[src/eti_pkg.sv]
// ----------------------------------------------------------------------------
// Eased tween interpolator package
// Field widths, command and curve codes, and the beat types of both channels.
// ----------------------------------------------------------------------------
`default_nettype none

package eti_pkg;

  localparam int VALUE_BITS = 32;
  localparam int TIME_BITS  = 32;

  typedef enum logic [1:0] {
    FUNC_SET     = 2'd0,
    FUNC_RUN     = 2'd1,
    FUNC_TOWARD  = 2'd2,
    FUNC_ADVANCE = 2'd3
  } func_t;

  localparam logic [1:0] CURVE_LINEAR    = 2'd0;
  localparam logic [1:0] CURVE_CUBIC_OUT = 2'd1;
  localparam logic [1:0] CURVE_BACK_OUT  = 2'd2;

  typedef struct packed {
    func_t                        func;
    logic signed [VALUE_BITS-1:0] target_value;
    logic [TIME_BITS-1:0]         now_ticks;
    logic [TIME_BITS-1:0]         duration_ticks;
    logic [1:0]                   curve_kind;
  } cmd_t;

  typedef struct packed {
    logic signed [VALUE_BITS-1:0] current_value;
    logic                         is_running;
  } res_t;

endpackage

`default_nettype wire

[src/eased_tween_interpolator_unit.sv]
// ----------------------------------------------------------------------------
// Eased tween interpolator
// Holds one animated Q16.16 value and runs set, run, toward and advance
// commands with linear, cubic out or back out easing.
// ----------------------------------------------------------------------------
// Each command beat gives exactly one result beat. Set, run and toward go
// through the decode and done states to the result register, and done waits
// while an earlier result is still held. Advance of a running move also
// runs a restoring divider, which retires one fraction bit per cycle, and
// uses a single 32 by (FRACTION_BITS + 2) multiplier, registered at its
// output, which is reused for the easing polynomial and the final scaling.
// The command port is ready only while the sequencer is idle; a finished
// result may still wait in the output register then.
`default_nettype none

module eased_tween_interpolator_unit #(
  parameter int FRACTION_BITS = 16
) (
  input  wire logic          clk,
  input  wire logic          rst,
  input  wire logic          cmd_valid,
  output logic               cmd_ready,
  input  wire eti_pkg::cmd_t cmd_data,
  output logic               res_valid,
  input  wire logic          res_ready,
  output eti_pkg::res_t      res_data
);

  localparam int V      = eti_pkg::VALUE_BITS;
  localparam int T      = eti_pkg::TIME_BITS;
  localparam int F      = FRACTION_BITS;
  localparam int M_W    = F + 1;
  localparam int E_W    = F + 2;
  localparam int MA_W   = 32;
  localparam int PROD_W = MA_W + E_W;
  localparam int NCH    = (V + MA_W - 1) / MA_W;
  localparam int MAG_W  = NCH * MA_W;
  localparam int ACC_W  = MAG_W + E_W;
  localparam int AMT_W  = ACC_W - F + 1;
  localparam int CNT_W  = $clog2(F + NCH + 1);

  localparam logic [63:0] OVER_L = ((64'd170158 << F) + 64'd50000) / 64'd100000;
  localparam logic [MA_W-1:0] OVER  = MA_W'(OVER_L);
  localparam logic [MA_W-1:0] OVER1 = MA_W'(OVER_L + (64'd1 << F));
  localparam logic [E_W-1:0]  ONE_E = {2'b01, {F{1'b0}}};
  localparam logic [M_W-1:0]  ONE_M = {1'b1, {F{1'b0}}};
  localparam logic [PROD_W:0] HALF_P = {{(PROD_W - F + 1){1'b0}}, 1'b1, {(F - 1){1'b0}}};
  localparam logic [ACC_W:0]  HALF_A = {{(ACC_W - F + 1){1'b0}}, 1'b1, {(F - 1){1'b0}}};
  localparam logic signed [V-1:0] VMAX = {1'b0, {(V - 1){1'b1}}};
  localparam logic signed [V-1:0] VMIN = {1'b1, {(V - 1){1'b0}}};

  typedef enum logic [4:0] {
    S_IDLE, S_DECODE, S_DIV, S_EASE, S_M2, S_M2W, S_M3, S_M3W,
    S_B1, S_B1W, S_B2, S_B2W, S_SETUP, S_SC_MUL, S_SC_ACC, S_ROUND,
    S_FINAL, S_DONE
  } state_t;

  state_t               state;
  eti_pkg::cmd_t        cmd_q;
  logic signed [V-1:0]  present;
  logic signed [V-1:0]  origin;
  logic signed [V-1:0]  dest;
  logic [T-1:0]         start;
  logic [T-1:0]         span;
  logic [1:0]           curve;
  logic                 moving;

  logic [T-1:0]         rem;
  logic [F-1:0]         q;
  logic [CNT_W-1:0]     cnt;
  logic [M_W-1:0]       m;
  logic [M_W-1:0]       m2;
  logic [M_W-1:0]       m3;
  logic [E_W-1:0]       tmp;
  logic [E_W-1:0]       e;
  logic                 neg;
  logic [V-1:0]         limit;
  logic [MAG_W-1:0]     mag_sh;
  logic [ACC_W-1:0]     acc;
  logic [AMT_W-1:0]     amount;
  logic [PROD_W-1:0]    prod;

  logic [MA_W-1:0]      mul_a;
  logic [E_W-1:0]       mul_b;
  logic [PROD_W:0]      rnd;
  logic [E_W-1:0]       rmul_val;
  logic [T-1:0]         elapsed;
  logic [T:0]           r2;
  logic                 ge;
  logic                 skip;
  logic [V:0]           diff;
  logic [V:0]           mag_full;
  logic [V:0]           lim_full;
  logic [E_W:0]         sum_b;
  logic [ACC_W:0]       acc_rnd;

  assign cmd_ready = (state == S_IDLE);

  always_comb begin
    case (state)
      S_M2: begin
        mul_a = MA_W'(m);
        mul_b = E_W'(m);
      end
      S_M3: begin
        mul_a = MA_W'(m2);
        mul_b = E_W'(m);
      end
      S_B1: begin
        mul_a = OVER1;
        mul_b = E_W'(m3);
      end
      S_B2: begin
        mul_a = OVER;
        mul_b = E_W'(m2);
      end
      S_SC_MUL: begin
        mul_a = mag_sh[MAG_W-1 -: MA_W];
        mul_b = e;
      end
      default: begin
        mul_a = '0;
        mul_b = '0;
      end
    endcase
  end

  always_comb begin
    rnd      = {1'b0, prod} + HALF_P;
    rmul_val = rnd[F +: E_W];
    elapsed  = cmd_q.now_ticks - start;
    r2       = {rem, 1'b0};
    ge       = (r2 >= {1'b0, span});
    skip     = moving ? (dest == cmd_q.target_value) : (present == cmd_q.target_value);
    diff     = {dest[V-1], dest} - {origin[V-1], origin};
    mag_full = diff[V] ? (~diff + 1'b1) : diff;
    lim_full = diff[V] ? ({origin[V-1], origin} - {1'b1, VMIN})
                       : ({1'b0, VMAX} - {origin[V-1], origin});
    sum_b    = {1'b0, ONE_E} + {1'b0, rmul_val};
    acc_rnd  = {1'b0, acc} + HALF_A;
  end

  always_ff @(posedge clk) begin
    prod <= mul_a * mul_b;
  end

  always_ff @(posedge clk) begin
    if (rst) begin
      state     <= S_IDLE;
      res_valid <= 1'b0;
      present   <= '0;
      origin    <= '0;
      dest      <= '0;
      start     <= '0;
      span      <= '0;
      curve     <= eti_pkg::CURVE_LINEAR;
      moving    <= 1'b0;
    end else begin
      if (res_valid && res_ready && state != S_DONE) begin
        res_valid <= 1'b0;
      end
      case (state)
        S_IDLE: begin
          if (cmd_valid) begin
            cmd_q <= cmd_data;
            state <= S_DECODE;
          end
        end
        S_DECODE: begin
          state <= S_DONE;
          case (cmd_q.func)
            eti_pkg::FUNC_SET: begin
              present <= cmd_q.target_value;
              origin  <= cmd_q.target_value;
              dest    <= cmd_q.target_value;
              moving  <= 1'b0;
            end
            eti_pkg::FUNC_RUN, eti_pkg::FUNC_TOWARD: begin
              if (cmd_q.func == eti_pkg::FUNC_RUN || !skip) begin
                if (cmd_q.duration_ticks == '0) begin
                  present <= cmd_q.target_value;
                  origin  <= cmd_q.target_value;
                  dest    <= cmd_q.target_value;
                  moving  <= 1'b0;
                end else begin
                  origin <= present;
                  dest   <= cmd_q.target_value;
                  start  <= cmd_q.now_ticks;
                  span   <= cmd_q.duration_ticks;
                  curve  <= cmd_q.curve_kind;
                  moving <= 1'b1;
                end
              end
            end
            default: begin
              if (moving) begin
                if (elapsed >= span) begin
                  present <= dest;
                  moving  <= 1'b0;
                end else begin
                  rem   <= elapsed;
                  q     <= '0;
                  cnt   <= CNT_W'(F);
                  state <= S_DIV;
                end
              end
            end
          endcase
        end
        S_DIV: begin
          rem <= ge ? T'(r2 - {1'b0, span}) : r2[T-1:0];
          q   <= {q[F-2:0], ge};
          cnt <= cnt - 1'b1;
          if (cnt == CNT_W'(1)) begin
            state <= S_EASE;
          end
        end
        S_EASE: begin
          if (q == '0) begin
            e     <= '0;
            state <= S_SETUP;
          end else if (curve != eti_pkg::CURVE_CUBIC_OUT &&
                       curve != eti_pkg::CURVE_BACK_OUT) begin
            e     <= E_W'(q);
            state <= S_SETUP;
          end else begin
            m     <= ONE_M - M_W'(q);
            state <= S_M2;
          end
        end
        S_M2: state <= S_M2W;
        S_M2W: begin
          m2    <= rmul_val[M_W-1:0];
          state <= S_M3;
        end
        S_M3: state <= S_M3W;
        S_M3W: begin
          m3 <= rmul_val[M_W-1:0];
          if (curve == eti_pkg::CURVE_CUBIC_OUT) begin
            e     <= ONE_E - rmul_val;
            state <= S_SETUP;
          end else begin
            state <= S_B1;
          end
        end
        S_B1: state <= S_B1W;
        S_B1W: begin
          tmp   <= rmul_val;
          state <= S_B2;
        end
        S_B2: state <= S_B2W;
        S_B2W: begin
          e     <= (sum_b < {1'b0, tmp}) ? '0 : E_W'(sum_b - {1'b0, tmp});
          state <= S_SETUP;
        end
        S_SETUP: begin
          neg    <= diff[V];
          limit  <= lim_full[V-1:0];
          mag_sh <= MAG_W'(mag_full[V-1:0]);
          acc    <= '0;
          cnt    <= CNT_W'(NCH);
          state  <= S_SC_MUL;
        end
        S_SC_MUL: begin
          mag_sh <= mag_sh << MA_W;
          state  <= S_SC_ACC;
        end
        S_SC_ACC: begin
          acc <= (acc << MA_W) + ACC_W'(prod);
          cnt <= cnt - 1'b1;
          state <= (cnt == CNT_W'(1)) ? S_ROUND : S_SC_MUL;
        end
        S_ROUND: begin
          amount <= acc_rnd[ACC_W:F];
          state  <= S_FINAL;
        end
        S_FINAL: begin
          if (amount > AMT_W'(limit)) begin
            present <= neg ? VMIN : VMAX;
          end else if (neg) begin
            present <= origin - amount[V-1:0];
          end else begin
            present <= origin + amount[V-1:0];
          end
          state <= S_DONE;
        end
        S_DONE: begin
          if (!res_valid || res_ready) begin
            res_valid              <= 1'b1;
            res_data.current_value <= present;
            res_data.is_running    <= moving;
            state                  <= S_IDLE;
          end
        end
        default: state <= S_IDLE;
      endcase
    end
  end

  a_busy_after_accept: assert property (@(posedge clk) disable iff (rst)
    cmd_valid && cmd_ready |=> !cmd_ready)
    else $error("command port stayed ready after a beat was taken");

  a_span_nonzero: assert property (@(posedge clk) disable iff (rst)
    moving |-> span != '0)
    else $error("a move is running with a zero span");

  a_div_remainder: assert property (@(posedge clk) disable iff (rst)
    state == S_DIV |-> rem < span)
    else $error("divider remainder reached the span");

  a_result_posted: assert property (@(posedge clk) disable iff (rst)
    state == S_DONE && (!res_valid || res_ready) |=> res_valid && cmd_ready)
    else $error("finished command did not post a result beat");

endmodule

`default_nettype wire

[config.mk]
export PLATFORM = sky130hd
export DESIGN_NAME = eased_tween_interpolator_unit
export DESIGN_NICKNAME = d
export VERILOG_FILES = /design/src/eti_pkg.sv /design/src/eased_tween_interpolator_unit.sv
export SDC_FILE = /design/constraint.sdc
export NUM_CORES = 2
export LEC_CHECK = 0
export BUFFER_PORTS_ARGS = -buffer_cell sky130_fd_sc_hd__buf_2
export CORE_UTILIZATION = 45
export CTS_BUF_LIST = sky130_fd_sc_hd__clkbuf_16
export CTS_CLUSTER_SIZE = 25
export DETAILED_ROUTE_END_ITERATION = 12
export GPL_TIMING_DRIVEN = 0
export PLACE_DENSITY = 0.64
export SLEW_MARGIN = 30
export SYNTH_ARGS = -nofsm -noshare
export SYNTH_HDL_FRONTEND = slang
export SYNTH_SLANG_ARGS = --single-unit
export TNS_END_PERCENT = 30
[constraint.sdc]
create_clock -name clk -period 7.4 [get_ports clk]
set_input_delay 1.11 -clock clk [delete_from_list [all_inputs] [get_ports clk]]
set_output_delay 1.11 -clock clk [all_outputs]
set_load 0.01 [all_outputs]
; ---- Yosys cells after proc, flatten, opt, wreduce, memory -nomap -nowiden
; Index checks and enable logic that the tools add are counted.
[totals]
elab_cells = 190
register_bits = 642
out_inout_bits = 35
inputBits = 104
[op_classes]
n_mul = 1
bitwise_logic = 5
magnitude_cmp = 4
add_sub_neg = 16
muxes = 56
reduce_logical = 40
n_eq_ne = 38
[op_table]
columns = op, n
row1 = $mux 32, 14
row2 = $pmux 32 s2, 6
row3 = $pmux 32 s5, 1
row4 = $pmux 50 s2, 1
row5 = $sub 32x32->32, 3
row6 = $pmux 5 s18, 1
row7 = $mux 18, 4
row8 = $pmux 18 s4, 1
row9 = $eq 32x32->1, 2
row10 = $pmux 18 s3, 1
row11 = $add 50x16->51 const B, 1
row12 = $add 50x50->50, 1
row13 = $mul 32x18->50, 1
row14 = $mux 16, 3
row15 = $mux 5, 9
row16 = $eq 5x4->1 const B, 8
row17 = $gt 35x32->1, 1
row18 = $add 34x16->34 const B, 1
row19 = $ge 33x32->1, 1
row20 = $sub 32x32->33, 1
row21 = $add 32x1->32 const B, 1
row22 = $add 32x32->32, 1
row23 = $ge 32x32->1, 1
row24 = $logic_not 32->1, 1
row25 = other kinds (42), 95

; ---- Depth between registers and ports, before layout
[depth]
word_depth = 7
ltp_mapped = 31
ltp_nobuf = 28

; ---- Least setup slack after synthesis
; Ideal clock, no wire load.
[synth_path]
path_type = register to register
start = register state[3]
end = register prod[43]
path_buffers = 5
setup_slack_ps = -722
path_stages_with_launch = 28
t_required_ps = 7273
synth_period_minus_slack_ps = 8122
t_arrival_ps = 7995
setup_ps = 127
cell_sequence = dfxtp_1 -> clkbuf_1 -> nand2_1 -> nor3_1 -> clkbuf_1 -> buf_1 -> a221o_1 -> clkbuf_1 -> nand2_1 -> fa_1 -> fa_1 -> inv_1 -> fa_1 -> fa_1 -> fa_1 -> fa_1 -> ha_1 -> clkbuf_1 -> and2_1 -> a311o_1 -> a221o_1 -> o21ai_1 -> a32oi_1 -> a221oi_1 -> o211ai_1 -> a21oi_1 -> o21ai_0 -> xor2_1
[synth_via]
elab_chain_cells = 4
elab_cells_between_ends = 9
cone_classes = mul (1) / eq/ne (5) / mux (2) / reduce/logical (1)
[synth_lines]
columns = item, line_no
row1 = from (decl), eased_tween_interpolator_unit.sv:58  ; state_t state;
row2 = from (signal assigned), eased_tween_interpolator_unit.sv:271  ; state <= (cnt == CNT_W'(1)) ? S_ROUND : S_SC_MUL;
row3 = $eq 5x3->1, eased_tween_interpolator_unit.sv:100  ; case (state)
row4 = $reduce_or 2->1 (no source line), n/a
row5 = $pmux 18 s4, eased_tween_interpolator_unit.sv:100
row6 = $mul 32x18->50 *, eased_tween_interpolator_unit.sv:144  ; prod <= mul_a * mul_b;
row7 = to (signal assigned), eased_tween_interpolator_unit.sv:144
row8 = to (decl), eased_tween_interpolator_unit.sv:81  ; logic [PROD_W-1:0] prod;
; Mark *: on every way between the ends. The rest lies on a longest branch, timed or not.
; A chain may end at the register's enable or synchronous reset.

; ---- Worst setup path in the final report
[layout_path]
start = register state[4]
end = register prod[48]
; The elaborated chain is that of the path after synthesis.

==> results.py <==
metrics = {
    "clock_tree": {
        "cts_tree": "built",
        "cts_num_sinks": 642,
        "cts_root_buffer": "clkbuf_16",
        "clock_tree.buffer_depth": 3,
        "cts_hold_buf": 0,
        "cts_inserted_buffers": 70,
        "path_clk_slew_ns": 0.06,
        "htree_levels": 3,
        "clock_latency_ns": 0.63,
    },
    "grt": {
        "antenna_found_initial": 5,
        "grt_pass1_vias": 45400,
        "globalRouteMet2Util_pct": 45.2,
        "grtUsageMet3_pct": 5.73,
        "grt_usage_pct": 29.0,
        "grt_busiest_layer": "met2",
        "grt_overflow": 0,
        "grt_max_degree": 47,
        "grt_pass1_wl_mm": 274,
        "grt_use_met1_pct": 39.8,
    },
    "timing": {
        "slew_headroom_pct": 30.3,
        "skew_ns": 0.0256,
        "final_max_slew_viol_count": 0,
        "worst_pin_slew_ns": 1.02,
        "period_needed_ns": 7.59,
        "setup_viol": 13,
        "period_share_pct": 103,
        "rsz0062_at_grt": "true",
        "fin_worst_hold_slack_ns": 0.427,
        "setup_slack_ns": -0.192,
        "max_freq_mhz": 132,
        "hold_viol": 0,
        "fin_tns_setup_ns": -1.28,
    },
    "logic_synthesis": {
        "avgSynthCellArea_um2": 9.38,
        "synth.top_cells.by_area": "edfxtp_1 (23%), fa_1 (18%), ha_1 (8.2%), dfxtp_1 (7.9%), inv_1 (5.4%)",
        "ys_seq_area_share_pct": 30.9,
        "synthFlopType": "edfxtp_1",
        "synth_edf_count": 423,
        "yosysTopAreaCellShare_pct": 23.0,
        "syn_inst": 5896,
        "ys_types": 95,
        "synth-async-reset-ratio_pct": 0,
        "synth_nets": 6848,
        "synth_warnings": 0,
        "netlist_area_um2": 55300,
        "synth_seq_cells": 642,
        "synth_top_area_cell": "edfxtp_1",
    },
    "critical_path": {
        "worstPathMaxFanout": 7,
        "worst-r2r-cell-count": 28,
        "endpoint_kind": "flip-flop",
        "required_ns": 7.92,
        "slowest_stage": "fa_1",
        "path_class": "reg2reg",
        "worstSetupStartpointType": "flip-flop",
        "cp.arrival_ns": 8.11,
        "cpPeakStageDelay_ns": 0.59,
        "cp_common_cell": "fa_1",
    },
    "pwr": {
        "intPower_uw": 7110,
        "p_per_area_nw_per_um2": 161,
        "power_frac_seq_pct": 40.9,
        "p_total_uw": 10400,
        "vdd_drop_max_mv": 0.198,
        "pwr-share-comb_pct": 25.5,
        "leakagePower_uw": 0.0278,
        "sw_frac_of_total_pct": 31.5,
        "clockPowerShare_pct": 33.5,
        "switchingPower_uw": 3280,
    },
    "detailed_routing": {
        "drt_iter0_drc": 4549,
        "drc_errors": 0,
        "vias_per_cell": 5.72,
        "ant_nets": 0,
        "wl_per_cell_um": 22.8,
        "totalWireLength_mm": 182,
        "first_pass_iters": 6,
        "vias": 45700,
    },
    "floorplan": {
        "core-area_um2": 122000,
        "initial_core_util_pct": 45.4,
        "core.rowCount": 128,
        "die_h_um": 353,
        "die_area_um2": 124000,
        "io_pins": 139,
        "die_w_um": 353,
    },
    "outcome": {
        "violations": "setup timing",
        "status": "finished, violations left",
    },
    "placement": {
        "hpwl_mm": 143,
        "place_ws_ns": -2.73,
        "gp_congestion": 0.973,
        "port_buffers": 137,
    },
    "final_layout": {
        "final_nets": 7267,
        "areaGrowthSynthToFinish_pct": 16.9,
        "antennaDiodeCount": 0,
        "drive_above_1_share_pct": 13.2,
        "final_util_pct": 53.0,
        "final_cell_mix": "inv_1 (791), nor2_1 (621), nand2_1 (563), fa_1 (480), edfxtp_1 (423)",
        "layout_commonest_cell": "inv_1",
        "fillers": 10800,
    },
    "hold_path": {
        "hold_path_class": "reg2reg",
        "worstHoldPathCells": 0,
    },
    "flow_run": {
        "maxCapViolCount": 0,
    },
}
registers in the layout, summed over array words and instances, names as in the netlist, 5 cells and up:
name and count:
amount 35, acc 50, tmp 18, q 16, cnt 5, start 32
mag_sh 32, cmd_q 100, dest 32, m 17, m2 17, m3 17
prod 50, limit 32, present 32, span 32, e 18, res_data 33
state 5, origin 32, rem 32
routing by layer:
layer	wire, um	part of all wire [%]
met1	76300	42
met2	80500	44
met3	17300	9.5
met4	7960	4.4
met5	10	0.0055
cells in the mapped netlist, types with 15 or more instances:
| library cell | number |
|---|---|
| inv_1 | 790 |
| nor2_1 | 641 |
| nand2_1 | 580 |
| fa_1 | 487 |
| edfxtp_1 | 423 |
| ha_1 | 361 |
| xnor2_1 | 261 |
| a21oi_1 | 251 |
| dfxtp_1 | 219 |
| clkbuf_1 | 210 |
| mux2i_1 | 179 |
| o21ai_0 | 172 |
| xor2_1 | 104 |
| a21o_1 | 87 |
| nor3_1 | 84 |
| a211oi_1 | 83 |
| nand3_1 | 81 |
| and3_1 | 66 |
| and2_1 | 65 |
| nand2b_1 | 64 |
| o21a_1 | 50 |
| nor2b_1 | 47 |
| nand4_1 | 40 |
| a31oi_1 | 39 |
| nor4_1 | 38 |
| a22oi_1 | 34 |
| a221o_1 | 33 |
| a221oi_1 | 32 |
| or3_1 | 29 |
| o211ai_1 | 28 |
| o21bai_1 | 27 |
| buf_2 | 24 |
| o31ai_1 | 19 |
| a211o_1 | 16 |
| and4_1 | 15 |
power groups by stage:
stage | combinational [uW] | sequential [uW] | clock, uW
floorplan | 1950 | 4220 | 0
global placement | 2510 | 4330 | 0
detailed placement | 2570 | 4320 | 0
CTS | 2600 | 4240 | 3540
global route | 2920 | 4250 | 3690
finish | 2650 | 4250 | 3490
worst paths after layout:
path	from	endpoint	slack (ns)
setup / recovery	state[4]	prod[48]	-0.19
setup reg to reg	state[4]	prod[48]	-0.19
hold reg to reg	moving	res_data[0]	0.43
hold / removal	moving	res_data[0]	0.43
critical path, delay by kind of cell (launching register included):
kind            cells  cell delay [ns]
simple gates        4             0.71
compound gates      8             1.90
xor+xnor            1             0.12
flops               1             0.35
buf+inv             8             1.03
fa+ha+maj           7             3.32
timing repair:
item,CTS,global route
resized for setup,419,129
endpoints found under the setup margin,37,23
setup buffers,151,31
pin swaps,136,77
cloned,3,1
cell families (layout without fill, tap and decap cells):
group | Yosys count | count (layout) | share of synthesized area (%)
flip-flops | 642 | 642 | 30.9
AND/OR/NAND/NOR | 1805 | 1805 | 14.7
multiplexers | 182 | 182 | 3.30
buffers and inverters | 1039 | 1513 | 7.11
adder cells (fa/ha/maj) | 848 | 848 | 25.8
AO/OA/AOI/OAI | 1015 | 1015 | 12.4
XOR/XNOR | 365 | 365 | 5.78
stage by stage:
stage | cells | area (um^2)
2_1_floorplan | 5896 | 55500
3_3_place_gp | 7658 | 58200
3_5_place_dp | 7701 | 58700
4_1_cts | 7969 | 64000
5_1_grt | 7995 | 64600
6_report | 7995 | 64600
cell type report:
| cell class | instances | area [um^2] | area share [%] |
|---|---|---|---|
| buffer | 233 | 1710 | 2.65 |
| clock buffer | 71 | 1780 | 2.75 |
| clock inverter | 56 | 473 | 0.732 |
| inverter | 791 | 2970 | 4.59 |
| multi-input combinational | 4215 | 35700 | 55.2 |
| sequential | 642 | 17100 | 26.5 |
| tap | 1625 | 2030 | 3.15 |
| timing repair buffer | 362 | 2880 | 4.46 |
Power figures use the tool's default switching activity.
